[config.mk]
export PLATFORM = sky130hd
export DESIGN_NAME = gpg_div
export DESIGN_NICKNAME = d
export VERILOG_FILES = /design/src/rtl/core/gpg_pkg.sv /design/src/rtl/core/gpg_div.sv
export SDC_FILE = /design/constraint.sdc
export NUM_CORES = 1
export LEC_CHECK = 0
export BUFFER_PORTS_ARGS = -buffer_cell sky130_fd_sc_hd__buf_4
export CAP_MARGIN = 10
export CORE_MARGIN = 10
export CORE_UTILIZATION = 59
export CTS_CLUSTER_DIAMETER = 50
export DETAILED_ROUTE_END_ITERATION = 12
export GPL_ROUTABILITY_DRIVEN = 0
export PLACE_DENSITY = 0.81
export SETUP_SLACK_MARGIN = 0.5
export SYNTH_ARGS = -nofsm -noshare
export SYNTH_HDL_FRONTEND = slang
export SYNTH_SLANG_ARGS = --single-unit
[constraint.sdc]
create_clock -name clk -period 3.88 [get_ports clk]
set_clock_uncertainty 0.05 [all_clocks]
set_input_delay 0.776 -clock clk [delete_from_list [all_inputs] [get_ports clk]]
set_output_delay 0.776 -clock clk [all_outputs]
set_load 0.05 [all_outputs]
[src/rtl/core/gpg_pkg.sv]
package gpg_pkg;

	localparam int          NUM_STREAMS_DEF = 2;
	localparam logic [47:0] SEED_RESET      = 48'h1234ABCD330E;
	localparam logic [34:0] LCG_MUL         = 35'h5DEECE66D;
	localparam logic [47:0] LCG_ADD         = 48'hB;
	localparam int          LCG_CHUNK       = 5;
	localparam int          LCG_STEPS       = 7;
	localparam logic [31:0] TWO_LN2_Q30     = 32'd1488522236;
	localparam int          LOG_BITS        = 26;

	typedef struct packed {
		logic               stream;
		logic signed [31:0] mean;
		logic [30:0]        spread;
	} in_t;

	typedef struct packed {
		logic signed [31:0] sample;
		logic               clipped;
	} out_t;

endpackage

[src/rtl/core/gpg_div.sv]
module gpg_div
	import gpg_pkg::*;
(
	input  logic        clk,
	input  logic        arst_n,
	input  logic        start,
	input  logic [30:0] num,
	input  logic [30:0] den,
	output logic        done,
	output logic [31:0] quot
);

	logic [60:0] dq_q;
	logic [30:0] rem_q;
	logic [30:0] den_q;
	logic [5:0]  cnt_q;
	logic        busy_q;
	logic        done_q;
	logic [31:0] rn;
	logic        qbit;

	always_comb begin
		rn   = {rem_q, dq_q[60]};
		qbit = rn >= {1'b0, den_q};
	end

	always_ff @(posedge clk or negedge arst_n) begin
		if (!arst_n) begin
			dq_q   <= '0;
			rem_q  <= '0;
			den_q  <= '0;
			cnt_q  <= '0;
			busy_q <= 1'b0;
			done_q <= 1'b0;
		end else begin
			done_q <= 1'b0;
			if (start) begin
				dq_q   <= {num, 30'd0};
				den_q  <= den;
				rem_q  <= '0;
				cnt_q  <= '0;
				busy_q <= 1'b1;
			end else if (busy_q) begin
				rem_q <= qbit ? 31'(rn - {1'b0, den_q}) : rn[30:0];
				dq_q  <= {dq_q[59:0], qbit};
				cnt_q <= cnt_q + 6'd1;
				if (cnt_q == 6'd60) begin
					busy_q <= 1'b0;
					done_q <= 1'b1;
				end
			end
		end
	end

	assign done = done_q;
	assign quot = dq_q[31:0];

endmodule

Yosys cells after proc, flatten, opt, wreduce, memory -nomap -nowiden. Index checks and enable logic that the tools add are counted.

Register bits after elaboration: 131. Output and inout bits: 33.

Add/subtract/negate cells: 2. $lt $le $gt $ge: 1. Equality and inequality tests: 1. Multiplexer cells: 13. Reduce and logical (&&, ||, !) cells: 1.

Operator list (count): $mux 61 (2); $mux 31 (3); $ge 32x31->1 (1); $sub 31x31->31 (1); $mux 6 (2); $add 6x1->6 const B (1); $eq 6x6->1 const B (1); $mux 1 (6); $reduce_bool 2->1 (1).

Logic depth before layout (Yosys ltp).
Depth after elaboration: 4. Depth in mapped cells: 14. Gate-level depth less buffers: 13.

Least setup slack after synthesis. OpenSTA, ideal clock, no wires.

Kind: register to register. Start point: register dq_q[60]. End point: register rem_q[30]. Arrival: 2.784 ns. Slack: 0.947 ns. Stages on the path, launching flop included: 14. Buffers on the path: 0. Path through: dfrtp_1 -> inv_1 -> ha_1 -> inv_1 -> fa_1 -> a21o_1 -> a22o_1 -> o21ai_0 -> or4_1 -> a21oi_1 -> o41ai_1 -> mux2i_1 -> o21ai_0 -> a311oi_1.

Longest elaborated chain between the ends: 4. Elaborated cells between the ends (all ways): 5. Classes of those cells: 1 x add/sub; 1 x order compare; 3 x mux.

RTL lines: from (decl) (line gpg_div.sv:13) `logic [60:0] dq_q;`; from (signal assigned) (line gpg_div.sv:38) `dq_q <= {num, 30'd0};`; from (signal assigned) (line gpg_div.sv:45) `dq_q <= {dq_q[59:0], qbit};`; $sub 31x31->31 / $ge 32x31->1 (equally long branches) (line gpg_div.sv:44, gpg_div.sv:24); $mux 31 (*) (line gpg_div.sv:44) `rem_q <= qbit ? 31'(rn - {1'b0, den_q}) : rn[30:0];`; $mux 31 (*) (line gpg_div.sv:43) `end else if (busy_q) begin`; $mux 31 (*) (line gpg_div.sv:37) `if (start) begin`; to (signal assigned) (line gpg_div.sv:44); to (decl) (line gpg_div.sv:14) `logic [30:0] rem_q;`.

Every way passes the cells marked *; elsewhere a longest branch is shown, timed or not. The select of a mux whose other input is x is not followed. A chain may end at the register's enable or synchronous reset.

Final worst setup path.
Start point: register dq_q[60]. End point: register rem_q[10].

The elaborated chain is that of the path after synthesis.

==> metrics.cfg <==
[die]
initial_core_util_pct=60.67
std_cell_rows=41
dieArea_sq_um=17990
dieWidth_um=134.1
io_pins=98
core_area_sq_um=12670
dieHeight_um=134.1

[synthesis]
ys_warn_count=0
postSynth.asyncResetShare_pct=100.0
syn_inst=833
ys.flop_type=dfrtp_1
netlist-cell-type-count=67
synth_nets=932
synth_area_per_cell_sq_um=9.229
synth_edf_count=0
netlist_area_sq_um=7687
synth_seq_area_share_pct=42.64
ys_ff_latch=131

[finish]
drive_above_1_share_pct=17.84
antennaDiodeCount=0
seqCellArea_sq_um=3282
syn2layout_area_growth_pct=14.97
final_nets=983
multi_input_area_sq_um=3760
n_fill_cell=1021
fin_cells=1069

[clocking]
clock_latency_ns=0.42
clk_pin_slew_ns=0.06
cts.sinks=131
cts_made_buffers=17
cts_tree=done
cts_htree_levels=4
cts_hold_buffers=0
max-clock-path-buffers=2
clock_tree.root_cell=clkbuf_16

[global_route]
grt_max_degree=86
grt_pass1_vias=6065
antenna_found_initial=0
gr-usage-all-layers_pct=18.66
gr-total-overflow=0
grt_pass1_wl_um=28150

[pwr]
internal_power_uw=2528
seq_power_share_pct=42.8
peakVddDrop_mv=0.3752
power_frac_comb_pct=11.2
clkPwrFrac_pct=46.0
p_per_area_nw_per_um2=385.7
sw_frac_of_total_pct=25.84
p_leak_uw=0.004785
p_total_uw=3409
p_sw_uw=881.1

[sta]
fmax_mhz=314.7
hold_viol_final=0
report.final.setup_viol=0
max_slew_margin_pct=49.67
worstMarginPinSlew_ns=0.7550
fin_crit_ns=3.178
fin_tns_setup_ns=0
finalCritPeriodShare_pct=81.91
drv_slew=0
rsz0062_at_grt=false

[critical_path]
cpPeakStageDelay_ns=0.40
start_kind=flip-flop
crit_buf_inv=3
critPathMostFrequentCell=inv_1
worstPathCellList=inv_1, ha_1, inv_1, fa_1, a21o_1, a22o_1, o311ai_1, a31o_1, a211oi_2, nor2_4, buf_4, mux2_2, mux2i_1, nor2_1
worst-path-max-fanout=9
path_class=flip-flop to flip-flop
required_ns=4.11
end_kind=flip-flop
critPathArrivalTime_ns=3.40
cp_top_family=compound AO/OA/AOI/OAI gates
cp_slowest_cell=fa_1

[routing]
viasPerCell=5.584
ant_nets=0
drcViolationCount=0
routed_wl_um=16370
wire_per_inst_um=15.31
drt_iter0_drc=365
dr.pass1.iters=5
route.vias.total=5969

[placement]
dp_hpwl_um=11240
dp_cells=1034
io_buffers=97

[status]
status=finished, final reports clean

[min_path]
hold_class=primary input to asynchronous set/reset pin

[flow_run]
maxCapViolCount=0

==> cells in the final DEF, fill, tap and decap left out, types with 5 or more instances in the layout <==
cell	n
nor3_1	10
mux2i_1	72
xnor2_1	13
dfrtp_1	130
a211oi_1	21
clkinvlp_4	6
nand4_1	6
nand2_1	90
o21ai_0	80
a21oi_1	50
inv_1	42
clkbuf_16	17
a31oi_1	5
ha_1	33
xor2_1	13
buf_4	107
o21a_1	5
nand3_1	8
nor2_1	92
a21o_1	13
==> worst reg2reg max path, cell delays in order, from the launching register on <==
cell and delay, ns:
dfrtp_1 0.39, inv_1 0.06, ha_1 0.16, inv_1 0.05, fa_1 0.40, a21o_1 0.21
a22o_1 0.21, o311ai_1 0.30, a31o_1 0.21, a211oi_2 0.09, nor2_4 0.17, buf_4 0.19
mux2_2 0.34, mux2i_1 0.13, nor2_1 0.05
==> power groups by stage <==
stage	Sequential, uW	Clock, uW	Combinational (uW)
floorplan	1470	0	261
global placement	1480	0	375
detailed placement	1480	0	382
CTS	1460	1590	386
global route	1460	1650	438
finish	1460	1570	383
==> registers in the layout (all words and copies together) (netlist names) <==
register  count
rem_q        31
den_q        31
busy_q        1
cnt_q         6
dq_q         61
done          1
==> final timing paths <==
path / startpoint / to / slack, ns / cells after the start
max in group asynchronous: arst_n / rem_q[27] / 2.74 / 2
min in group clk: den_q[0] / den_q[0] / 0.48 / 1
setup reg to reg: dq_q[60] / rem_q[10] / 0.70 / 14
setup / recovery: dq_q[60] / rem_q[10] / 0.70 / 14
hold reg to reg: den_q[0] / den_q[0] / 0.48 / 1
hold / removal: arst_n / den_q[9] / 0.35 / 1
==> cell usage after synthesis (2+ instances only) <==
library cell  count  area [sq um]
buf_4            33         247.7
dfrtp_1         131          3278
or4_1             2         15.01
buf_6             7         78.83
o211ai_1          4         30.03
a21o_2            2         17.52
a21oi_1          50         250.2
nand2b_1          4         25.02
nor3b_1           2         15.01
xnor2_1          13         113.9
a21o_1           13         97.59
nand4_1           6         37.54
a31oi_1           5         31.28
nor4_1            3         18.77
nand2_1          90         337.8
o21a_1            5         37.54
o311ai_0          2         17.52
a21boi_0          2         15.01
ha_1             33         412.9
buf_2             3         15.01
nor2b_1           2         12.51
mux2i_1          72         720.7
inv_1            42         157.7
o21ai_0          82         410.4
or3_1             2         12.51
nor2_1           92         345.3
xor2_1           13         113.9
o21bai_1          3         22.52
nand3_1           8         40.04
and2_1            2         12.51
nor3_1           10         50.05
clkbuf_1         31         116.4
clkbuf_8          3         41.29
and3_1            4         25.02
a211oi_1         21         157.7
o211a_1           2         20.02
mux2_2            4         45.04
==> stage by stage <==
| step | setup WS (ns) | util, % | hold WS, ns | cell area [sq um] |
|---|---|---|---|---|
| detailed placement | 0.6059 | 64.87 | 0.4667 | 8219 |
| finish | 0.7020 | 69.75 | 0.3455 | 8838 |
| global route | 0.5120 | 69.75 | 0.3852 | 8838 |
| global placement | 0.6732 | 64.87 | 0.4459 | 8219 |
| floorplan | 0.9465 | - | 0.4304 | 7687 |
| CTS | 0.5414 | 69.49 | 0.3722 | 8805 |
==> repair_timing <==
| action | CTS | global route |
|---|---|---|
| resized for setup | 0 | 3 |
| setup buffers | 0 | 3 |
| endpoints found under the setup margin | 0 | 15 |
==> per-layer routing <==
| layer | part of all wire (%) | vias up | track usage, % |
|---|---|---|---|
| met5 | 0 | - | 0 |
| met4 | 1.2 | 0 | 6.348 |
| met3 | 5.9 | 18 | 6.087 |
| met2 | 48 | 135 | 30.09 |
| met1 | 45 | 2855 | 23.05 |
| li1 | - | 2961 | - |
==> area by class of cell <==
class | count | area share [%]
Inverter | 43 | 1.826
Sequential cell | 131 | 37.13
Timing Repair Buffer | 109 | 9.442
Clock inverter | 12 | 1.345
Tap cell | 172 | 2.435
Multi-Input combinational cell | 582 | 42.54
Clock buffer | 20 | 5.280
==> cells by family (layout without fill, tap and decap cells) <==
logic type | Yosys count | count (layout) | synth area share, %
mux | 76 | 76 | 9.961
flops | 131 | 131 | 42.64
fa+ha+maj | 34 | 34 | 5.632
buf+inv | 120 | 184 | 8.594
simple gates | 233 | 233 | 12.99
xor+xnor | 26 | 26 | 2.962
compound gates | 213 | 213 | 17.22
Power figures use the tool's default switching activity.
