$ cat config.mk
export PLATFORM = sky130hd
export DESIGN_NAME = gpg_lcg
export DESIGN_NICKNAME = d
export VERILOG_FILES = /design/src/rtl/core/gpg_pkg.sv /design/src/rtl/core/gpg_lcg.sv
export SDC_FILE = /design/constraint.sdc
export NUM_CORES = 1
export LEC_CHECK = 0
export BUFFER_PORTS_ARGS = -buffer_cell sky130_fd_sc_hd__buf_2
export CAP_MARGIN = 20
export CORE_MARGIN = 4
export CORE_UTILIZATION = 45
export DETAILED_ROUTE_END_ITERATION = 6
export PLACE_DENSITY = 0.68
export SETUP_SLACK_MARGIN = 0.2
export SYNTH_ARGS = -nofsm -noshare
export SYNTH_HDL_FRONTEND = slang
export SYNTH_SLANG_ARGS = --single-unit
$ cat constraint.sdc
create_clock -name clk -period 26.5 [get_ports clk]
set_input_delay 5.3 -clock clk [delete_from_list [all_inputs] [get_ports clk]]
set_output_delay 5.3 -clock clk [all_outputs]
set_load 0.01 [all_outputs]
$ cat src/rtl/core/gpg_pkg.sv
package gpg_pkg;

	localparam int          NUM_STREAMS_DEF = 2;
	localparam logic [47:0] SEED_RESET      = 48'h1234ABCD330E;
	localparam logic [34:0] LCG_MUL         = 35'h5DEECE66D;
	localparam logic [47:0] LCG_ADD         = 48'hB;
	localparam int          LCG_CHUNK       = 5;
	localparam int          LCG_STEPS       = 7;
	localparam logic [31:0] TWO_LN2_Q30     = 32'd1488522236;
	localparam int          LOG_BITS        = 26;

	typedef struct packed {
		logic               stream;
		logic signed [31:0] mean;
		logic [30:0]        spread;
	} in_t;

	typedef struct packed {
		logic signed [31:0] sample;
		logic               clipped;
	} out_t;

endpackage

$ cat src/rtl/core/gpg_lcg.sv
module gpg_lcg
	import gpg_pkg::*;
(
	input  logic        clk,
	input  logic        arst_n,
	input  logic        load,
	input  logic [47:0] load_val,
	input  logic        start,
	output logic        done,
	output logic [31:0] u
);

	logic [47:0] s_q;
	logic [47:0] acc_q;
	logic [2:0]  cnt_q;
	logic        busy_q;
	logic        done_q;
	logic [4:0]  chunk;
	logic [47:0] acc_next;

	always_comb begin
		chunk    = 5'(LCG_MUL >> (LCG_CHUNK * int'(cnt_q)));
		acc_next = acc_q + 48'((s_q * {43'd0, chunk}) << (LCG_CHUNK * int'(cnt_q)));
	end

	always_ff @(posedge clk or negedge arst_n) begin
		if (!arst_n) begin
			s_q    <= SEED_RESET;
			acc_q  <= '0;
			cnt_q  <= '0;
			busy_q <= 1'b0;
			done_q <= 1'b0;
		end else begin
			done_q <= 1'b0;
			if (load) begin
				s_q    <= load_val;
				busy_q <= 1'b0;
			end else if (start) begin
				acc_q  <= '0;
				cnt_q  <= '0;
				busy_q <= 1'b1;
			end else if (busy_q) begin
				if (int'(cnt_q) == LCG_STEPS - 1) begin
					s_q    <= acc_next + LCG_ADD;
					busy_q <= 1'b0;
					done_q <= 1'b1;
				end else begin
					acc_q <= acc_next;
					cnt_q <= cnt_q + 3'd1;
				end
			end
		end
	end

	assign done = done_q;
	assign u    = {~s_q[47], s_q[46:16]};

endmodule

# Yosys cells after proc, flatten, opt, wreduce, memory -nomap -nowiden
# Index checks and enable logic that the tools add are counted.
# Widths: inputs -> output; s select.
[totals] regBits=101 inputBits=52 out_inout_bits=33
[op_classes] addsub=3 multipliers=2 n_eq_ne=3 shift=2 mux=18 bitwise=2 n_reduce_logical=5
[ops] op="$mux 48" n=7
[ops] op="$add 48x4->48 const B" n=1
[ops] op="$add 48x48->48" n=1
[ops] op="$mul 48x5->48" n=1
[ops] op="$shl 48x6->48" n=1
[ops] op="$shr 35x32->5 const A" n=1
[ops] op="$mux 3" n=3
[ops] op="$mux 1" n=8
[ops] op="$mul 3x3->6 const A" n=1
[ops] op="$reduce_and 3->1" n=2
[ops] op="$reduce_bool 2->1" n=3
[ops] op="$ne 2x2->1 const B" n=2
[ops] op="$add 3x1->3 const B" n=1
[ops] op="$eq 3x2->1 const B" n=1
[ops] op="$not 1->1" n=2

# Longest topological paths before layout
# Gate-level depths: netlist of the first run.
[depth] depth_word=10 ltp_mapped=46 mapped_depth_nobuf=39

# Worst setup path before layout of the first run
# OpenSTA, ideal clock, no wires.
[synth_path] kind="register -> register" from="reg cnt_q[0]" to="reg s_q[47]" setup_time_ns=0.126 arrival_ns=10.082 t_required_ns=26.374 slack_ns=16.292 stages_incl_launch_ff=46 synth_period_minus_slack_ns=10.208 path_cell_list="dfrtp_1 -> buf_1 -> inv_2 -> clkbuf_1 -> buf_1 -> clkbuf_1 -> ha_1 -> nor2b_1 -> or2_2 -> clkbuf_1 -> clkbuf_1 -> and2_1 -> fa_1 -> fa_1 -> inv_1 -> fa_1 -> inv_1 -> ha_1 -> [10 not listed] -> mux2_2 -> mux2_2 -> nor2_1 -> ha_1 -> clkbuf_1 -> nand2_1 -> o21ai_0 -> a21oi_1 -> o211ai_1 -> mux2_2 -> a211oi_1 -> and2_1 -> and4b_1 -> and3_4 -> and3_4 -> nand3_2 -> xor3_1 -> a221o_1"
[synth_via] elab_chain_cells=10 word_cells_on_any_way=13 classes_between="add/sub (2); mul (2); eq/ne (1); shift (2); mux (4); reduce/logical (2)"
[synth_lines] item="from (decl)" line="gpg_lcg.sv:15" rtl="logic [2:0] cnt_q;"
[synth_lines] item="from (signal assigned)" line="gpg_lcg.sv:49" rtl="cnt_q <= cnt_q + 3'd1;"
[synth_lines] item="$mul 3x3->6" line="gpg_lcg.sv:22, gpg_lcg.sv:23"
[synth_lines] item="$shr 35x32->5" line="gpg_lcg.sv:22" rtl="chunk = 5'(LCG_MUL >> (LCG_CHUNK * int'(cnt_q)));"
[synth_lines] item="$mul 48x5->48" line="gpg_lcg.sv:23" rtl="acc_next = acc_q + 48'((s_q * {43'd0, chunk}) << (LCG_CHUNK * int'(cnt_q)));"
[synth_lines] item="$shl 48x6->48" line="gpg_lcg.sv:23"
[synth_lines] item="$add 48x48->48" line="gpg_lcg.sv:23"
[synth_lines] item="$add 48x4->48" line="gpg_lcg.sv:44" rtl="s_q <= acc_next + LCG_ADD;"
[synth_lines] item="$mux 48" line="gpg_lcg.sv:43" rtl="if (int'(cnt_q) == LCG_STEPS - 1) begin"
[synth_lines] item="$mux 48" line="gpg_lcg.sv:42" rtl="end else if (busy_q) begin"
[synth_lines] item="$mux 48" line="gpg_lcg.sv:38" rtl="end else if (start) begin"
[synth_lines] item="$mux 48" line="gpg_lcg.sv:35" rtl="if (load) begin"
[synth_lines] item="to (signal assigned)" line="gpg_lcg.sv:36" rtl="s_q <= load_val;"
[synth_lines] item="to (signal assigned)" line="gpg_lcg.sv:44"
[synth_lines] item="to (decl)" line="gpg_lcg.sv:13" rtl="logic [47:0] s_q;"
# Parallel ways exist; a longest one is shown, timed or not. The select of a mux whose other input is x is not followed.
# A chain may end at the register's enable or synchronous reset.

# Worst setup path after layout of the first run
# Ends and elaborated chain as after synthesis.

==> results of run 1 <==
layout make-up:
type | count | area share
multi-input cells | 2006 | 0.754
clock inverters | 6 | 0.00410
flip-flops and latches | 101 | 0.129
well taps | 539 | 0.0340
repair buffers | 104 | 0.0288
clock buffers | 10 | 0.0121
inverters | 202 | 0.0382
flip-flops by register name, summed over array words and instances, names as in the netlist:
name    cells
acc_q      48
busy_q      1
cnt_q       3
done        1
s_q        48
through the flow:
stage / utilization / worst slack [ns] / hold slack [ns]
6_report: 0.474 / 14.97 / 0.491
3_5_place_dp: 0.466 / 15.15 / 0.478
2_1_floorplan: - / 16.29 / 0.455
3_3_place_gp: 0.466 / 15.25 / 0.467
4_1_cts: 0.474 / 15.09 / 0.496
5_1_grt: 0.474 / 14.33 / 0.510
worst register-to-register path: cells and delay by family, from the launching register on:
| family | cells | cell delay (ns) |
|---|---|---|
| AOI/OAI and AO/OA | 11 | 3.53 |
| xor gates and xnor gates | 2 | 0.55 |
| adders and majority gates | 6 | 2.61 |
| buffers and inverters | 3 | 0.17 |
| DFF | 1 | 1.00 |
| muxes | 1 | 0.17 |
| and+or+nand+nor | 13 | 3.35 |
cells by family after synthesis:
group                    count (synthesis)  synth area share
AO/OA/AOI/OAI                          636             0.214
XOR/XNOR                               122            0.0577
adder cells (fa/ha/maj)                237             0.208
buffers and inverters                  378            0.0812
flip-flops                             101             0.134
multiplexers                           123            0.0715
AND/OR/NAND/NOR                        888             0.233
worst max path at each step:
stage	from	end	slack (ns)	cells past startpoint
final	cnt_q[0]	s_q[47]	14.97	36
after global placement	cnt_q[0]	s_q[47]	15.25	36
after global routing	cnt_q[0]	s_q[47]	14.33	38
after CTS	cnt_q[0]	s_q[47]	15.09	36
after detailed placement	cnt_q[0]	s_q[47]	15.15	36
after floorplan	cnt_q[0]	s_q[47]	16.29	45
cells in the final DEF (no fill, tap or decap), types with 20 or more instances in the layout:
cell type	netlist	routed
and2_1	144	144
dfstp_2	22	22
a21oi_1	189	189
xnor2_1	70	70
dfrtp_1	79	78
nor2_1	182	181
inv_1	198	198
o21bai_1	24	24
mux2i_1	83	82
xor2_1	50	50
a22o_1	26	26
and3_1	45	45
o211ai_1	22	22
a21o_1	35	35
nand3_1	50	50
nand2_1	289	289
nor3_1	39	39
mux2_2	32	32
nand4_1	35	35
ha_1	105	105
o21ai_0	166	166
fa_1	132	132
buf_4	31	20
buf_2	7	83
routing by layer:
metal  vias up  GRT usage  routed length, µm
li1       8514          -                  -
met1      8948      0.366              27100
met2       617      0.432              27700
met3       105     0.0272               3230
met4         0     0.0878               1960
met5         -          0                  0
==> metrics.yaml, run 1 <==
run_status:
  status: "complete, no violations"
grt:
  grt_first_pass_wirelength_mm: 96.6
  grt.total_usage: 0.263
  overflow: 0
  antenna_found_initial: 1
  grt_max_degree: 96
  first_global_vias: 18000
worst_setup_path:
  reg2reg_slack_ns: 14.97
  critPathRequiredTime_ns: 26.76
  critPathMaxStageDelay_ns: 1.00
  crit_slowest_cell: "dfrtp_2"
  r2r_cells: 36
  crit_fanout: 53
  r2r-end: "s_q[47]"
  worstPathBufferInverterCount: 3
  cp.arrival_ns: 11.79
  critPathKind: "flop to flop"
  endpoint_kind: "flop"
  crit_family: "compound AO/OA/AOI/OAI gates"
  startpoint_type: "flop"
  r2r-start: "cnt_q[0]"
sta:
  rsz0062_at_grt: "no"
  min_period_ns: 11.53
  fin_crit_sh: 0.435
  tightestPinTransition_ns: 0.973
  hold_viol: 0
  tns_ns: 0
  final_max_slew_viol_count: 0
  finClkSkew_ns: 0.0108
  timing.fmax_mhz: 86.7
  setup_viol: 0
  maxSlewHeadroom: 0.352
layout:
  syn_to_final_growth_pct: 4.22
  n_antenna_cell: 0
  drive_gt1_frac: 0.0922
  layout.cells.non_filler: 2968
  final_nets: 2713
  nFillCells: 4209
  seq_area_mm2: 0.00256
  fin_area_mm2: 0.0198
  multi_input_area_mm2: 0.0149
synthesis:
  synth_area_mm2: 0.0190
  synth-edff-count: 0
  ys_warn_count: 0
  synthCells: 2485
  synth_nets: 2774
  ys_top_cells_by_area: "fa_1, dfrtp_1, ha_1"
  seq_area_frac_synth: 0.134
  synth_flop_cell: "dfrtp_1"
  netlist.area_leader.share: 0.139
  ys_seq_elements: 101
  yosys-top-cells-count: "nand2_1, inv_1, a21oi_1, nor2_1, o21ai_0"
  ys_async_sr_fraction: 1.00
  yosysMostFrequentCell: "nand2_1"
  synth.distinct_cells: 99
  syn_avg_cell_area_um2: 7.65
  synth_top_cell_by_area: "fa_1"
clock_network:
  clk_latency_ns: 0.38
  cts_tree: "built"
  cts-resized-gates: 0
  path_clk_slew_ns: 0.08
  postCtsSetupBuffers: 0
  htree_levels: 3
  ctsHoldBuffers: 0
  cts_buffer_depth: 2
  root_buffer: "clkbuf_16"
  cts_sinks: 101
  cts_buffers: 9
placed_design:
  dp_hpwl_mm: 48.3
  dpl_cell_area_mm2: 0.0195
  gp_congestion: 0.999
  numPortBuffers: 84
  place_inst: 2951
min_path:
  min_from: "acc_q[35]"
  hp-class: "flop to flop"
  min_path_cells: 2
  min_to: "acc_q[35]"
routing:
  drt_wl_total_mm: 60.1
  wire_per_inst_um: 20.2
  drt_iter0_drc: 1458
  via_per_inst: 6.13
  drc: 0
  ant_nets: 0
  vias: 18200
  drtPass1Iterations: 5
floorplan:
  rows: 75
  die_x_um: 214
  io_pins: 85
  die-area_mm2: 0.0456
  die_h_um: 214
  start_util: 0.454
  core-area_mm2: 0.0419
flow_run:
  cap_violations: 0
Power of run 1 is not shown: default switching activity piles up to over one toggle a cycle in this logic, so the estimate is an artifact.
==> inputs of run 2 (changes only) <==
PLACE_DENSITY = 0.71   (was 0.68)
clock period = 10.6 ns   (was 26.5 ns; I/O delays follow)
==> metrics.yaml, run 2 (same netlist as run 1, synthesis figures left out) <==
run_status:
  status: "complete, no violations"
sta:
  setup_viol: 0
  setup_slack_ns: 0.634
  final_max_slew_viol_count: 0
  min_period_ns: 9.97
  holdWs_ns: 0.494
  rsz0062_at_grt: "no"
  maxSlewHeadroom: 0.266
  finClkSkew_ns: 0.0198
  tightestPinTransition_ns: 1.10
  fin_crit_sh: 0.940
  tns_ns: 0
  hold_viol: 0
  timing.fmax_mhz: 100
grt:
  overflow: 0
  grt_first_pass_wirelength_mm: 97.4
  grt_max_degree: 67
  antenna_found_initial: 2
  first_global_vias: 17700
  grt.total_usage: 0.267
layout:
  top_regs: "acc_q (48), s_q (48), cnt_q (3)"
  n_antenna_cell: 0
  final_nets: 2732
  mostFrequentLayoutCell: "nand2_1"
  final_cell_mix: "nand2_1, inv_1, a21oi_1"
  layout.cells.non_filler: 2987
  syn_to_final_growth_pct: 5.60
  drive_gt1_frac: 0.109
routing:
  drtPass1Iterations: 5
  vias: 18200
  drc: 0
  ant_nets: 0
  drt_iter0_drc: 1559
  via_per_inst: 6.08
  drt_wl_total_mm: 61.6
  wire_per_inst_um: 20.6
placed_design:
  place_inst: 2969
  dp_hpwl_mm: 49.3
  pre_cts_ws_ns: 0.448
  gp_congestion: 0.981
  numPortBuffers: 84
flow_run:
  cap_violations: 0
worst_setup_path:
  startpoint_type: "flop"
  critPathMaxStageDelay_ns: 0.49
  crit_slowest_cell: "fa_1"
  critPathKind: "flop to flop"
  crit_fanout: 28
  endpoint_kind: "flop"
  critPathRequiredTime_ns: 10.88
  cp.arrival_ns: 10.24
min_path:
  hp-class: "flop to flop"
clock_network:
  clk_latency_ns: 0.39
  cts_buffer_depth: 2
  ctsHoldBuffers: 0
  cts_sinks: 101
  path_clk_slew_ns: 0.08
  cts_tree: "built"
  htree_levels: 3
  cts_buffers: 9
  root_buffer: "clkbuf_16"
floorplan:
  die_x_um: 214
  core-area_mm2: 0.0419
  rows: 75
  die-area_mm2: 0.0456
  die_h_um: 214
  start_util: 0.454
  io_pins: 85
[run 2: changes by cell type in the layout (fill, tap and decap cells not counted), sizes merged]
| cell | previous run | this run |
|---|---|---|
| buf | 103 | 123 |
| bufinv | 1 | 0 |
| clkbuf | 11 | 10 |
| clkinv | 5 | 2 |
| clkinvlp | 0 | 2 |
| inv | 202 | 204 |
[run 2: worst max-delay path: cells and delay by family, from the launching register on]
family / cells / cell delay (ns)
xor+xnor: 3 / 0.74
fa+ha+maj: 6 / 2.42
flops: 1 / 0.45
compound gates: 11 / 2.27
buf+inv: 4 / 0.41
simple gates: 11 / 2.59
mux: 4 / 0.95
[run 2: what timing repair did]
action                                 in CTS  in global routing
setup endpoints to repair                   0                 24
resized for setup                           0                 42
endpoints found under the hold margin       0                  0
setup buffers                               0                  2
[run 2: layer usage]
layer / share of wire / routed length, µm / track usage / up-vias
met3: 0.051 / 3160 / 0.0285 / 104
met4: 0.029 / 1770 / 0.0761 / 0
met2: 0.47 / 29200 / 0.447 / 553
met5: 0 / 0 / 0 / -
li1: - / - / - / 8551
met1: 0.45 / 27400 / 0.368 / 8967
[run 2: metrics by stage]
stage	util	cell area [µm²]
2_1_floorplan	-	19000
3_3_place_gp	0.470	19700
3_5_place_dp	0.470	19700
4_1_cts	0.476	19900
5_1_grt	0.480	20100
6_report	0.480	20100
[run 2: final timing paths]
kind	from	endpoint	slack (ns)	cells after the start
max in group asynchronous	arst_n	cnt_q[1]	7.59	2
setup / recovery	cnt_q[1]	s_q[47]	0.63	39
hold / removal	acc_q[42]	acc_q[42]	0.49	2
hold reg to reg	acc_q[42]	acc_q[42]	0.49	2
setup reg to reg	cnt_q[1]	s_q[47]	0.63	39
min in group asynchronous	arst_n	acc_q[15]	1.71	1
[run 2: layout make-up]
class                           count  area (µm²)
Inverter                          202         758
Tap cell                          539         674
Clock inverter                      6        55.1
Timing Repair Buffer              123         744
Fill cell                        4193       21800
Clock buffer                       10         229
Multi-Input combinational cell   2006       15100
Sequential cell                   101        2560
Power of run 2 is left out for the same reason.
==> inputs of run 3 (changes only) <==
PLACE_DENSITY = 0.69   (was 0.71)
==> metrics.yaml, run 3 (same netlist as run 1, synthesis figures left out) <==
grt:
  grt_max_degree: 96
  first_global_vias: 17800
  grt_use_met3: 0.0301
  met1_usage: 0.359
  top_usage_layer: "met2"
  antenna_found_initial: 3
  grt_use_met2: 0.443
  grt_first_pass_wirelength_mm: 96.4
  grt.total_usage: 0.263
  overflow: 0
layout:
  drive_gt1_frac: 0.109
  syn_to_final_growth_pct: 5.50
  mostFrequentLayoutCell: "nand2_1"
  layout.cells.non_filler: 2988
  top_regs: "acc_q (48), s_q (48), cnt_q (3)"
  final_nets: 2733
  final_cell_mix: "nand2_1, inv_1, a21oi_1"
  n_antenna_cell: 0
floorplan:
  start_util: 0.454
  die-area_mm2: 0.0456
  die_x_um: 214
  rows: 75
  die_h_um: 214
  core-area_mm2: 0.0419
  io_pins: 85
run_status:
  status: "complete, no violations"
worst_setup_path:
  critPathKind: "flop to flop"
  cpMostUsedCell: "fa_1"
  crit_slowest_cell: "or4b_4"
  critPathMaxStageDelay_ns: 0.57
  crit_fanout: 33
  crit_family: "compound AO/OA/AOI/OAI gates"
  reg2reg_slack_ns: 0.64
  r2r_cells: 32
  r2r-end: "s_q[47]"
  endpoint_kind: "flop"
  critPathRequiredTime_ns: 10.87
  r2r-start: "cnt_q[0]"
  cp.arrival_ns: 10.23
  startpoint_type: "flop"
  worstPathBufferInverterCount: 2
routing:
  drtPass1Iterations: 6
  vias: 18200
  via_per_inst: 6.09
  wire_per_inst_um: 20.2
  drc: 0
  ant_nets: 0
  drt_wl_total_mm: 60.4
  drt_iter0_drc: 1515
sta:
  rsz0062_at_grt: "no"
  holdWs_ns: 0.493
  min_period_ns: 9.96
  timing.fmax_mhz: 100
  setup_slack_ns: 0.638
  fin_crit_sh: 0.940
  maxSlewHeadroom: 0.365
  tns_ns: 0
  setup_viol: 0
  hold_viol: 0
  finClkSkew_ns: 0.0100
  final_max_slew_viol_count: 0
  tightestPinTransition_ns: 0.952
clock_network:
  cts_buffer_depth: 2
  clk_latency_ns: 0.38
  htree_levels: 3
  cts_buffers: 9
  cts_sinks: 101
  path_clk_slew_ns: 0.08
  root_buffer: "clkbuf_16"
  cts_tree: "built"
min_path:
  min_from: "acc_q[2]"
  hp-class: "flop to flop"
  min_to: "acc_q[2]"
  min_path_cells: 2
placed_design:
  numPortBuffers: 84
  gp_congestion: 1.02
  place_inst: 2969
  dp_hpwl_mm: 48.0
  pre_cts_ws_ns: 0.261
flow_run:
  cap_violations: 0
==> run 3: layer usage <==
layer	routed length, µm	up-vias
met1	26500	8960
met2	28800	612
met5	0	-
li1	-	8547
met4	1570	0
met3	3630	92
==> run 3: repair_timing <==
action                                  CTS  global route
pin swaps                                 0             1
buffers inserted                          0             3
gates resized for setup                   1            33
hold buffers                              0             0
endpoints found under the setup margin    1            24
==> run 3: worst max-delay path by stage <==
stage          startpoint      end  slack, ns  cells past startpoint
6_report         cnt_q[0]  s_q[47]       0.64                     32
5_1_grt          cnt_q[0]  s_q[47]       0.19                     39
4_1_cts          cnt_q[0]  s_q[47]       0.36                     38
3_5_place_dp     cnt_q[0]  s_q[47]       0.26                     38
3_3_place_gp     cnt_q[0]  s_q[47]       0.40                     37
2_1_floorplan    cnt_q[0]  s_q[47]       0.39                     45
==> run 3: metrics by stage <==
stage / util / instance area [µm²]
after floorplan: - / 19000
after global placement: 0.469 / 19600
after detailed placement: 0.469 / 19600
after CTS: 0.476 / 19900
after global routing: 0.479 / 20100
final: 0.479 / 20100
==> run 3: tightest hold or removal path, delay by kind of cell, from the launching register on <==
kind               cells  cell delay, ns
AOI/OAI and AO/OA      1            0.05
DFF                    1            0.36
and+or+nand+nor        1            0.05
==> run 3: area by class of cell <==
type | count | area (µm²)
clock buffer | 10 | 239
clock inverter | 6 | 53.8
fill | 4159 | 21800
inverter | 202 | 758
multi-input combinational | 2006 | 15100
sequential | 101 | 2560
tap | 539 | 674
timing repair buffer | 124 | 723
Power of run 3 is left out for the same reason.
