## src/rtl/core/gpg_pkg.sv

```systemverilog
package gpg_pkg;

	localparam int          NUM_STREAMS_DEF = 2;
	localparam logic [47:0] SEED_RESET      = 48'h1234ABCD330E;
	localparam logic [34:0] LCG_MUL         = 35'h5DEECE66D;
	localparam logic [47:0] LCG_ADD         = 48'hB;
	localparam int          LCG_CHUNK       = 5;
	localparam int          LCG_STEPS       = 7;
	localparam logic [31:0] TWO_LN2_Q30     = 32'd1488522236;
	localparam int          LOG_BITS        = 26;

	typedef struct packed {
		logic               stream;
		logic signed [31:0] mean;
		logic [30:0]        spread;
	} in_t;

	typedef struct packed {
		logic signed [31:0] sample;
		logic               clipped;
	} out_t;

endpackage

```

## src/rtl/core/gpg_isqrt.sv

```systemverilog
module gpg_isqrt
	import gpg_pkg::*;
(
	input  logic        clk,
	input  logic        arst_n,
	input  logic        start,
	input  logic [63:0] operand,
	output logic        done,
	output logic [31:0] root
);

	logic [63:0] op_q;
	logic [32:0] rem_q;
	logic [31:0] root_q;
	logic [4:0]  cnt_q;
	logic        busy_q;
	logic        done_q;
	logic [34:0] rn;
	logic [34:0] trial;

	always_comb begin
		rn    = {rem_q, op_q[63:62]};
		trial = {1'b0, root_q, 2'b01};
	end

	always_ff @(posedge clk or negedge arst_n) begin
		if (!arst_n) begin
			op_q   <= '0;
			rem_q  <= '0;
			root_q <= '0;
			cnt_q  <= '0;
			busy_q <= 1'b0;
			done_q <= 1'b0;
		end else begin
			done_q <= 1'b0;
			if (start) begin
				op_q   <= operand;
				rem_q  <= '0;
				root_q <= '0;
				cnt_q  <= '0;
				busy_q <= 1'b1;
			end else if (busy_q) begin
				op_q <= {op_q[61:0], 2'b00};
				if (rn >= trial) begin
					rem_q  <= 33'(rn - trial);
					root_q <= {root_q[30:0], 1'b1};
				end else begin
					rem_q  <= rn[32:0];
					root_q <= {root_q[30:0], 1'b0};
				end
				cnt_q <= cnt_q + 5'd1;
				if (cnt_q == 5'd31) begin
					busy_q <= 1'b0;
					done_q <= 1'b1;
				end
			end
		end
	end

	assign done = done_q;
	assign root = root_q;

endmodule

```

## config.mk

```make
export PLATFORM = sky130hd
export DESIGN_NAME = gpg_isqrt
export DESIGN_NICKNAME = d
export VERILOG_FILES = /design/src/rtl/core/gpg_pkg.sv /design/src/rtl/core/gpg_isqrt.sv
export SDC_FILE = /design/constraint.sdc
export NUM_CORES = 1
export LEC_CHECK = 0
export ABC_AREA = 1
export BUFFER_PORTS_ARGS = -buffer_cell sky130_fd_sc_hd__buf_2
export CORE_MARGIN = 2
export CORE_UTILIZATION = 45
export CTS_CLUSTER_DIAMETER = 50
export DETAILED_ROUTE_END_ITERATION = 12
export MAX_ROUTING_LAYER = met4
export SETUP_SLACK_MARGIN = 0.1
export SLEW_MARGIN = 30
export SYNTH_ARGS = -nofsm -noshare
export SYNTH_HDL_FRONTEND = slang
export SYNTH_SLANG_ARGS = --single-unit
```

## constraint.sdc

```tcl
create_clock -name clk -period 2.3 [get_ports clk]
set_clock_uncertainty 0.15 [all_clocks]
set_input_delay 0.345 -clock clk [delete_from_list [all_inputs] [get_ports clk]]
set_output_delay 0.345 -clock clk [all_outputs]
set_load 0.03 [all_outputs]
```

# After elaboration in Yosys (flattened, before gate mapping)
# Index checks and enable logic that the tools add are counted.
[classes]
add_sub_neg = 2
n_lt_le_gt_ge = 1
n_eq_ne = 1
mux = 16
reduce_logical = 1
[ops]
columns = ["op", "n"]
rows = [
  ["2-to-1 mux 64 bit", 2],
  ["2-to-1 mux 33 bit", 3],
  ["2-to-1 mux 32 bit", 2],
  ["greater-or-equal comparator 35 x 34 -> 1 bit", 1],
  ["subtractor 33 bit", 1],
  ["2-to-1 mux 5 bit", 2],
  ["2-to-1 mux 1 bit", 7],
  ["adder 5 x 1 -> 5 bit, second input constant", 1],
  ["== test 5 bit, second input constant", 1],
  ["nonzero test 2 bit", 1],
]
[totals]
regBits = 136
input_bits = 67
output_inout_bits = 33
wordCells = 27

# Depth between registers and ports, before layout
# Gate-level depths: netlist (run 1).
[logic_depth]
depth_word = 4
ltp_mapped = 16
ltp_nobuf = 16

# Worst setup path after synthesis (run 1)
# Ideal clock, no wire load.
[synth_path]
path_type = "register to register"
start = "reg root_q[24], in the netlist root[24]"
end = "reg rem_q[0]"
setup_ps = 118
arrival_time_ps = 2070
t_required_ps = 2032
path_slack_ps = -38
path_stages_with_launch = 16
n_path_buf = 1
synth_period_minus_slack_ps = 2338
cell_sequence = "dfrtp_1 > inv_1 > ha_1 > nand2_2 > inv_1 > nand2_1 > nand2_1 > clkinv_1 > nand2_1 > nand2_1 > nand2_1 > nor2_4 > buf_2 > nand3_1 > nand3_1 > nand2_1"
[synth_between]
elab_chain_len = 4
[synth_lines]
columns = ["element", "line_no", "rtl"]
rows = [
  ["start, declared", "gpg_isqrt.sv:14", "logic [31:0] root_q;"],
  ["start signal, assigned", "gpg_isqrt.sv:46", "root_q <= {root_q[30:0], 1'b1};"],
  ["start signal, assigned", "gpg_isqrt.sv:49", "root_q <= {root_q[30:0], 1'b0};"],
  ["greater-or-equal comparator 35 x 34 -> 1 bit", "gpg_isqrt.sv:44", "if (rn >= trial) begin"],
  ["2-to-1 mux 33 bit", "gpg_isqrt.sv:44", ""],
  ["2-to-1 mux 33 bit", "gpg_isqrt.sv:42", "end else if (busy_q) begin"],
  ["2-to-1 mux 33 bit", "gpg_isqrt.sv:36", "if (start) begin"],
  ["end signal, assigned", "gpg_isqrt.sv:45", "rem_q <= 33'(rn - trial);"],
  ["end signal, assigned", "gpg_isqrt.sv:48", "rem_q <= rn[32:0];"],
  ["end, declared", "gpg_isqrt.sv:13", "logic [32:0] rem_q;"],
]
# No other way between the ends. The select of a mux whose other input is x is not followed.
# A chain may end at the register's enable or synchronous reset.

# Final worst setup path (run 1)
[layout_path]
start = "reg rem_q[22]"
end = "reg rem_q[5]"
[layout_between]
elab_chain_len = 4
[layout_lines]
columns = ["element", "line_no"]
rows = [
  ["greater-or-equal comparator 35 x 34 -> 1 bit", "gpg_isqrt.sv:44"],
  ["2-to-1 mux 33 bit", "gpg_isqrt.sv:44"],
  ["2-to-1 mux 33 bit", "gpg_isqrt.sv:42"],
  ["2-to-1 mux 33 bit", "gpg_isqrt.sv:36"],
]
# No other way between the ends. The select of a mux whose other input is x is not followed.

==> results.txt, run 1 <==
post-synthesis cell type count = 37
final hold slack = -0.000230 ns
global-route wire length before repair = 38.6 mm
Vias/cell = 5.08
wire per inst = 14.9 um
# DRC = 0
CTS tree = done
diodes inserted = 0
Max Cap Violations = 0
post-synthesis sequential area ratio = 0.395
CTS Sinks = 136
placed cells = 1558
max_slew headroom = 0.677
P&R area growth vs syn = 33.6%
Final Hold Vio Count = 1
Post-synth EDFFs = 0
Mapped Area = 0.00862 mm^2
Comb pwr share = 0.613
H-tree depth = 4
largest net degree at the start of global routing = 84
Final Setup Violations = 0
Pint = 8.68 mW
Synth Area per Inst = 7.13 um^2
failing checks = hold timing
crit share post-route = 0.986
Non-Filler Instances = 1624
Synth Flop Type = dfrtp_1
CTS clk-pin slew, worst paths = 0.06 ns
worst slew pin tran = 0.484 ns
layout cells sized above 1 = 0.311
switching share of power = 0.445
most frequent cells in the layout = nand2_1, inv_1, dfrtp_1
CP Launch Type = register
Filler cells = 1774
Root Buffer = clkbuf_16
Synth Warn # = 0
die area = 0.0203 mm^2
WS Path Type = reg2reg
fin crit period = 2.27 ns
commonest non-fill, non-tap cell in the layout = nand2_1
PortBufs = 99
synthesized flop and latch total = 136
Clk network pwr share = 0.189
Layout Nets = 1482
Rows = 50
CP Max Fanout = 5
DRT iter0 DRCs = 603
Hold Path Class = in2reg
Routed WL = 24.2 mm
GR Overflow Total = 0
Async SR Flop Fraction = 1.00
Pleak = 5.91 nW
Switching Power = 6.95 mW
Critical Path Sink Type = register
Worst Path Arrival = 2.47 ns
cells after synthesis = 1208
WP data required = 2.50 ns
sequential share of power = 0.198
vias in the first global route = 7627
Initial Utilization = 0.459
outcome = finished, violations left
largest buffer count on any clock path = 2
ANT nets after route = 0
syn nets = 1311
DR pass1 iterations = 5
final core utilization = 0.613
Die X-Extent = 142 um
pwr/cell area = 1360 mW/mm^2
all-layer global routing usage = 0.247
CORE AREA = 0.0188 mm^2
Max Slew Vio Count = 0
initial antenna violation count = 0
Fmax = 441 MHz
RSZ-0062 raised after global routing = yes
GP Congestion = 0.952
DR vias = 8249
Clk Latency, worst-skew pair = 0.43 ns
hpwl dp = 16.8 mm
Die Y = 142 um
I/O Pins = 100
Num CTS Buffers = 17
Max VDD drop = 783 uV
-- logic make-up (layout without fill, tap and decap cells) --
family,after synthesis,count (layout),synth area share
adders and majority gates,36,36,0.0523
buffers and inverters,255,435,0.116
xor gates and xnor gates,15,15,0.0152
and+or+nand+nor,554,556,0.269
AOI/OAI and AO/OA,212,212,0.152
DFF,136,136,0.395
-- critical path, cell delays in order (launching register included) --
cell	delay, ns
dfrtp_1	0.42
ha_4	0.28
nand2_2	0.07
nand2_2	0.07
nand2_2	0.06
nand2_2	0.06
inv_2	0.05
nand2_1	0.05
nand2_1	0.07
nand2_2	0.06
nor2_4	0.25
nand2_8	0.14
clkbuf_16	0.20
nand2_4	0.05
nand2_1	0.05
o21ai_1	0.14
-- Yosys cell counts (all sizes together) (4+ instances only) --
cell / number / share of area
clkbuf: 33 / 0.014
nand3b: 10 / 0.0087
dfrtp: 136 / 0.39
o21bai: 5 / 0.0044
nor2: 69 / 0.033
nor3: 5 / 0.0029
and2: 4 / 0.0029
a21oi: 26 / 0.016
nand2: 391 / 0.17
ha: 36 / 0.052
o21ai: 83 / 0.050
nand3: 67 / 0.039
nand4: 7 / 0.0051
o22ai: 31 / 0.023
buf: 13 / 0.011
o211ai: 61 / 0.053
inv: 208 / 0.091
xnor2: 13 / 0.013
-- per-layer routing --
metal | vias up | part of all wire | global-route usage
met4 | 0 | 0.017 | 0.0719
met5 | - | 0 | -
met1 | 3832 | 0.50 | 0.350
met2 | 173 | 0.44 | 0.371
li1 | 4212 | - | -
met3 | 32 | 0.042 | 0.0347
-- power groups by stage --
stage	Clock, mW	Sequential (mW)	Combinational (mW)
finish	2.95	3.10	9.57
global route	3.11	3.14	10.5
CTS	3.00	3.07	8.11
detailed placement	0	3.08	7.61
global placement	0	3.08	7.55
floorplan	0	3.06	5.46
-- area by class of cell --
class                   count  area, um^2  area share
clock buffers              17         425      0.0370
flip-flops and latches    136        3440       0.299
well taps                 234         293      0.0254
inverters                 209         793      0.0689
clock inverters            13         195      0.0170
multi-input cells         819        4970       0.432
repair buffers            196        1390       0.121
-- final timing paths --
path / slack (ns) / endpoint / cells after the start / startpoint
max in group asynchronous: 1.02 / root[21]$_DFFE_PN0P_ / 3 / arst_n
worst min-delay path: -0.0002 / op_q[1]$_DFFE_PN0P_ / 3 / operand[1]
worst max register to register: 0.03 / rem_q[5]$_DFFE_PN0P_ / 15 / rem_q[22]$_DFFE_PN0P_
worst max-delay path: 0.03 / rem_q[5]$_DFFE_PN0P_ / 15 / rem_q[22]$_DFFE_PN0P_
worst min register to register: 0.37 / cnt_q[4]$_DFFE_PN0P_ / 1 / cnt_q[4]$_DFFE_PN0P_
min in group asynchronous: 0.26 / op_q[12]$_DFFE_PN0P_ / 2 / arst_n
-- what timing repair did --
action,CTS,global route
pin swaps,9,33
resized for setup,46,112
hold buffers,2,0
endpoints found under the hold margin,45,0
endpoints found under the setup margin,34,34
cloned,0,6
setup buffers,11,17
-- through the flow --
stage               instance area (um^2)  worst slack [ns]  hold WS, ns  power [mW]  TNS (ns)
global route                       11500           -0.0952       0.0279        16.8     -1.91
floorplan                           8860             0.100       -0.101        8.52         0
detailed placement                 10000            -0.222        0.168        10.7     -4.87
finish                             11500            0.0323    -0.000230        15.6         0
global placement                   10000            -0.227        0.166        10.6     -4.83
CTS                                10900            0.0526      0.00943        14.2         0
-- state kept, by name, summed over array words and instances (netlist names) --
name    flops
op_q       64
rem_q      33
root       32
cnt_q       5
busy_q      1
done        1
Power figures use the tool's default switching activity.
==> run 2: changes to the inputs <==
--- a/config.mk
+++ b/config.mk
@@ -7,11 +7,14 @@
 export LEC_CHECK = 0
 export ABC_AREA = 1
 export BUFFER_PORTS_ARGS = -buffer_cell sky130_fd_sc_hd__buf_2
+export CELL_PAD_IN_SITES_DETAIL_PLACEMENT = 0
+export CELL_PAD_IN_SITES_GLOBAL_PLACEMENT = 1
 export CORE_MARGIN = 2
-export CORE_UTILIZATION = 45
+export CORE_UTILIZATION = 43
 export CTS_CLUSTER_DIAMETER = 50
 export DETAILED_ROUTE_END_ITERATION = 12
 export MAX_ROUTING_LAYER = met4
+export PLACE_DENSITY_LB_ADDON = 0.1
 export SETUP_SLACK_MARGIN = 0.1
 export SLEW_MARGIN = 30
 export SYNTH_ARGS = -nofsm -noshare
==> run 2 against run 1 <==
Against the previous run:
- the run now ends clean
- design area grew 0.64%
- highest routed layer unchanged
- register-to-register slack gained 0.03 ns
- setup slack better by 0.027 ns
- critical path type unchanged
- wire length decreased by 0.77%
==> results.txt, run 2 (same netlist as run 1, synthesis figures left out) <==
CTS Sinks = 136
Filler cells = 1888
diodes inserted = 0
outcome = finished, final reports clean
placed cells = 1617
CORE AREA = 0.0196 mm^2
initial antenna violation count = 0
Final Hold Vio Count = 0
Non-Filler Instances = 1678
vias in the first global route = 8248
# DRC = 0
CP Launch Type = register
DRT iter0 DRCs = 338
Pleak = 5.97 nW
most frequent cells in the layout = nand2_1, inv_1, buf_4
WP data required = 2.47 ns
largest net degree at the start of global routing = 72
CP max-delay cell = dfrtp_1
H-tree depth = 4
CTS clk-pin slew, worst paths = 0.07 ns
Comb pwr share = 0.618
wire per inst = 14.3 um
commonest non-fill, non-tap cell in the layout = nand2_1
fin crit period = 2.24 ns
Initial Utilization = 0.440
Worst Setup SP = rem_q[10]$_DFFE_PN0P_
RSZ-0062 raised after global routing = yes
GR Overflow Total = 0
sequential share of power = 0.201
Die Y = 146 um
Total Power = 15.3 mW
max_slew headroom = 0.680
Routed WL = 24.0 mm
Die X-Extent = 146 um
Switching Power = 6.81 mW
PortBufs = 99
pwr/cell area = 1320 mW/mm^2
Vias/cell = 4.91
switching share of power = 0.445
placed cell area = 0.0103 mm^2
Hold Path Class = in2reg
crit share post-route = 0.974
Worst Slack Setup Final = 0.0589 ns
layout cells sized above 1 = 0.308
flip-flop count of the largest register after layout = 64
global-route wire length before repair = 40.6 mm
worst slew pin tran = 0.479 ns
dpl ws = -0.0830 ns
largest buffer count on any clock path = 2
Num CTS Buffers = 17
RR Startpoint = rem_q[10]$_DFFE_PN0P_
Critical Path Sink Type = register
Max Cap Violations = 0
Worst Path Arrival = 2.41 ns
Rows = 51
Max Slew Vio Count = 0
Largest stage delay, worst path = 0.43 ns
Pint = 8.50 mW
Largest Register = op_q
CTS tree = done
I/O Pins = 100
area of the multi-input gates = 0.00487 mm^2
ANT nets after route = 0
P&R area growth vs syn = 34.4%
die area = 0.0212 mm^2
crit-path cells = ha_4 > nand2_2 > inv_2 > nand2_2 > nor2_4 > nand4_1 > nand3_2 > nand2_4 > nand2_8 > buf_12 > nand3_1 > nand3_1 > nand2_1
WS Path Type = reg2reg
Clk Latency, worst-skew pair = 0.43 ns
Layout Nets = 1503
hpwl dp = 17.5 mm
Clk network pwr share = 0.181
DR pass1 iterations = 5
register area = 0.00344 mm^2
Reg2Reg Setup Slack = 0.06 ns
cell area after layout = 0.0116 mm^2
CP Max Fanout = 14
GP Congestion = 0.880
DR vias = 8242
Final Setup Violations = 0
Max VDD drop = 767 uV
all-layer global routing usage = 0.242
Root Buffer = clkbuf_16
worst hold start = operand[63]
Fmax = 446 MHz
==> run 2: cell types whose count changed in the layout (fill, tap and decap cells not counted), moves of 5 or more <==
cell	previous run	this run
nand2_2	46	38
nor2_1	44	49
nand2_1	332	347
nor2_2	16	9
buf_4	81	106
nand2_4	14	5
nand3_1	63	58
==> run 2: layer usage <==
layer  track usage  vias to the layer above  wire length [um]
met5             -                        -                 0
met4        0.0652                        0               411
met3        0.0414                       29               806
met2         0.401                      136             11700
met1         0.309                     3823             11100
li1              -                     4254                 -
==> run 2: worst paths after layout <==
check / to / depth (start not counted)
hold / removal: op_q[63]$_DFFE_PN0P_ / 3
setup / recovery: rem_q[21]$_DFFE_PN0P_ / 13
setup reg to reg: rem_q[21]$_DFFE_PN0P_ / 13
min in group asynchronous: op_q[11]$_DFFE_PN0P_ / 2
hold reg to reg: rem_q[31]$_DFFE_PN0P_ / 2
max in group asynchronous: root[20]$_DFFE_PN0P_ / 3
==> run 2: timing repair <==
item,4_1_cts,5_1_grt
hold buffers,3,0
gates resized for setup,50,89
pin swaps,7,16
setup endpoints to repair,34,34
cloned,0,1
hold endpoints to repair,36,0
buffers inserted,5,20
==> run 2: critical path, delay by kind of cell (launching register included) <==
kind / cells / cell delay (ns)
adder cells (fa/ha/maj): 1 / 0.31
buffers and inverters: 2 / 0.21
flip-flops: 1 / 0.43
AND/OR/NAND/NOR: 10 / 1.02
==> run 2: area by class of cell <==
cell class | count | share of cell area
Inverter | 209 | 0.0685
Sequential cell | 136 | 0.297
Clock buffer | 17 | 0.0367
Timing Repair Buffer | 219 | 0.134
Clock inverter | 15 | 0.0141
Multi-Input combinational cell | 817 | 0.421
Tap cell | 265 | 0.0286
==> run 2: through the flow <==
step / hold slack [ns] / utilization / TNS, ns
after floorplan: -0.101 / - / 0
after global placement: 0.122 / 0.524 / -0.308
after detailed placement: 0.122 / 0.524 / -0.781
after CTS: 0.00977 / 0.568 / 0
after global routing: 0.0199 / 0.591 / -0.833
final: 0.0172 / 0.591 / 0
==> run 2: power by group through the flow <==
stage               registers (mW)  logic, mW  clock network (mW)
floorplan                     3.06       5.46                   0
global placement              3.07       8.11                   0
detailed placement            3.08       8.13                   0
CTS                           3.06       8.55                2.84
global route                  3.12       10.6                2.93
finish                        3.07       9.46                2.77
==> run 3: changes to the inputs <==
--- a/config.mk
+++ b/config.mk
@@ -5,12 +5,12 @@
 export SDC_FILE = /design/constraint.sdc
 export NUM_CORES = 1
 export LEC_CHECK = 0
-export ABC_AREA = 1
+export ABC_AREA = 0
 export BUFFER_PORTS_ARGS = -buffer_cell sky130_fd_sc_hd__buf_2
 export CELL_PAD_IN_SITES_DETAIL_PLACEMENT = 0
 export CELL_PAD_IN_SITES_GLOBAL_PLACEMENT = 1
 export CORE_MARGIN = 2
-export CORE_UTILIZATION = 43
+export CORE_UTILIZATION = 45
 export CTS_CLUSTER_DIAMETER = 50
 export DETAILED_ROUTE_END_ITERATION = 12
 export MAX_ROUTING_LAYER = met4
==> run 3 against run 2 <==
Against the previous run:
- sequential share of layout area fell by 2.5 points
- highest routed layer unchanged
- largest power group unchanged
- critical path type unchanged
- register-to-register slack got worse by 0.68 ns
- largest cell class unchanged
- the run now ends with hold timing, setup timing left
- setup slack got worse by 0.68 ns
- count of clock-buffer cells in the layout did not move
- critical endpoint is now rem_q[30]$_DFFE_PN0P_
==> results.txt, run 3 <==
outcome = finished, violations left
failing checks = hold timing, setup timing
Routed WL = 23.7 mm
WL met3 = 752 um
Worst Slack Setup Final = -0.617 ns
worst slew pin tran = 0.491 ns
final hold slack = -0.0105 ns
post-synthesis cell type count = 65
CTS tree = done
Largest Register = op_q
Layout Nets = 1314
Synth Flop Type = dfrtp_1
all-layer global routing usage = 0.255
Num CTS Buffers = 17
Final Setup Violations = 34
diodes inserted = 0
wl on met1 = 10.8 mm
fin crit period = 2.92 ns
Max Used Layer = met4
Area contributors post-synth = dfrtp_1, mux2i_1, nand2_1, ha_1, o21ai_0
CP Launch Type = register
crit share post-route = 1.27
Filler cells = 1350
Die X-Extent = 139 um
post-synthesis sequential area ratio = 0.416
die area = 0.0193 mm^2
Max Slew Vio Count = 0
Final Hold Vio Count = 1
H-tree depth = 4
placed cells = 1328
PortBufs = 99
Initial Utilization = 0.457
dpl ws = -0.618 ns
Clk Latency, worst-skew pair = 0.44 ns
DRT iter0 DRCs = 361
flip-flop count of the largest register after layout = 64
Post-synth EDFFs = 0
commonest non-fill, non-tap cell in the layout = buf_4
Pleak = 6.49 nW
Critical Path Sink Type = register
DR vias = 7656
cells after synthesis = 874
RSZ-0062 raised after global routing = yes
Max VDD drop = 975 uV
syn nets = 977
Synth Warn # = 0
largest net degree at the start of global routing = 64
layout cells sized above 1 = 0.417
vias in the first global route = 7939
largest buffer count on any clock path = 2
post-synth top area share = 0.416
Hold Path Class = in2reg
global-route wire length before repair = 38.9 mm
WS Path Type = reg2reg
CP Max Fanout = 5
Reg2Reg Setup Slack = -0.62 ns
GR Overflow Total = 0
P&R area growth vs syn = 54.2%
# DRC = 0
CORE AREA = 0.0179 mm^2
Mapped Area = 0.00819 mm^2
synthesized flop and latch total = 136
met2 wire length = 11.7 mm
CTS Sinks = 136
Die Y = 139 um
wire per inst = 16.3 um
DR pass1 iterations = 5
ANT nets after route = 0
pwr/cell area = 1320 mW/mm^2
Max Cap Violations = 0
I/O Pins = 100
WP data required = 2.47 ns
GP Congestion = 0.933
Non-Filler Instances = 1453
most frequent cells in the layout = buf_4, nand2_1, dfrtp_1
Worst Path Arrival = 3.09 ns
top post-synthesis cells by count = dfrtp_1, nand2_1, mux2i_1
Rows = 49
count leader, synth = dfrtp_1
Synth area leader = dfrtp_1
Fmax = 343 MHz
Async SR Flop Fraction = 1.00
Vias/cell = 5.27
hpwl dp = 15.2 mm
initial antenna violation count = 0
Synth Area per Inst = 9.37 um^2
max_slew headroom = 0.673
Root Buffer = clkbuf_16
final core utilization = 0.705
CTS clk-pin slew, worst paths = 0.07 ns
[run 3: cell types whose count changed in the layout (fill, tap and decap cells not counted), moves of 24 or more]
| cell | before | now |
|---|---|---|
| nor2_1 | 49 | 76 |
| mux2i_1 | 0 | 95 |
| buf_4 | 106 | 183 |
| o22ai_1 | 31 | 1 |
| dlygate4sd3_1 | 3 | 62 |
| nand3_1 | 58 | 10 |
| nand2_2 | 38 | 10 |
| nand2_1 | 347 | 109 |
| inv_2 | 33 | 9 |
| o211ai_1 | 61 | 3 |
| inv_1 | 171 | 34 |
[run 3: routing by layer]
layer,track usage,up-vias
met2,0.419,153
met5,-,-
met3,0.0411,39
li1,-,3738
met4,0.0867,0
met1,0.322,3726
[run 3: what timing repair did]
| action | in CTS | in global routing |
|---|---|---|
| endpoints found under the setup margin | 34 | 34 |
| pin swaps | 41 | 33 |
| cloned | 3 | 0 |
| buffers inserted | 19 | 11 |
| endpoints found under the hold margin | 104 | 0 |
| gates resized for setup | 85 | 47 |
| hold buffers | 62 | 0 |
[run 3: metrics by stage]
stage	power (mW)	setup TNS [ns]	hold WS (ns)	cell area, um^2
floorplan	8.00	-15.45	-0.101	8420
global placement	10.8	-17.16	0.175	10400
detailed placement	10.9	-18.08	0.174	10400
CTS	15.7	-16.54	0.000629	12300
global route	17.6	-20.78	0.0198	12600
finish	16.7	-17.41	-0.0105	12600
[run 3: cell families (layout without fill, tap and decap cells)]
logic type | count (synthesis) | in the layout | synth area share
buf+inv | 98 | 448 | 0.0504
compound gates | 205 | 205 | 0.177
mux | 97 | 97 | 0.119
flops | 136 | 136 | 0.416
xor+xnor | 33 | 33 | 0.0353
simple gates | 269 | 269 | 0.147
fa+ha+maj | 36 | 36 | 0.0550
[run 3: critical path, stage by stage (launching register included)]
cell and delay (ns):
dfrtp_1 0.43, ha_4 0.32, a21o_1 0.13, a21oi_2 0.05
buf_4 0.14, a211oi_4 0.30, o21ai_4 0.11, a211o_1 0.32
a21oi_2 0.14, mux2_2 0.38, a311oi_2 0.32
[run 3: report_power, final]
group / internal [mW] / switching, mW
registers: 2.71 / 0.239
clock network: 1.53 / 1.19
logic: 5.76 / 5.23
total: 10.0 / 6.66
[run 3: area by class of cell]
cell class / instances / area, um^2 / share of cell area
tap: 229 / 287 / 0.0227
timing repair buffer: 372 / 2980 / 0.236
clock buffer: 17 / 425 / 0.0337
clock inverter: 15 / 155 / 0.0123
multi-input combinational: 640 / 5170 / 0.409
inverter: 44 / 166 / 0.0132
sequential: 136 / 3440 / 0.273
[run 3: worst paths after layout]
check                                          start                     to  cells after the start
worst min register to register  cnt_q[4]$_DFFE_PN0P_   cnt_q[4]$_DFFE_PN0P_                      2
min in group asynchronous                     arst_n   root[11]$_DFFE_PN0P_                      2
max in group asynchronous                     arst_n    root[2]$_DFFE_PN0P_                      3
worst max register to register  rem_q[2]$_DFFE_PN0P_  rem_q[30]$_DFFE_PN0P_                     10
worst min-delay path                     operand[56]   op_q[56]$_DFFE_PN0P_                      3
worst max-delay path            rem_q[2]$_DFFE_PN0P_  rem_q[30]$_DFFE_PN0P_                     10
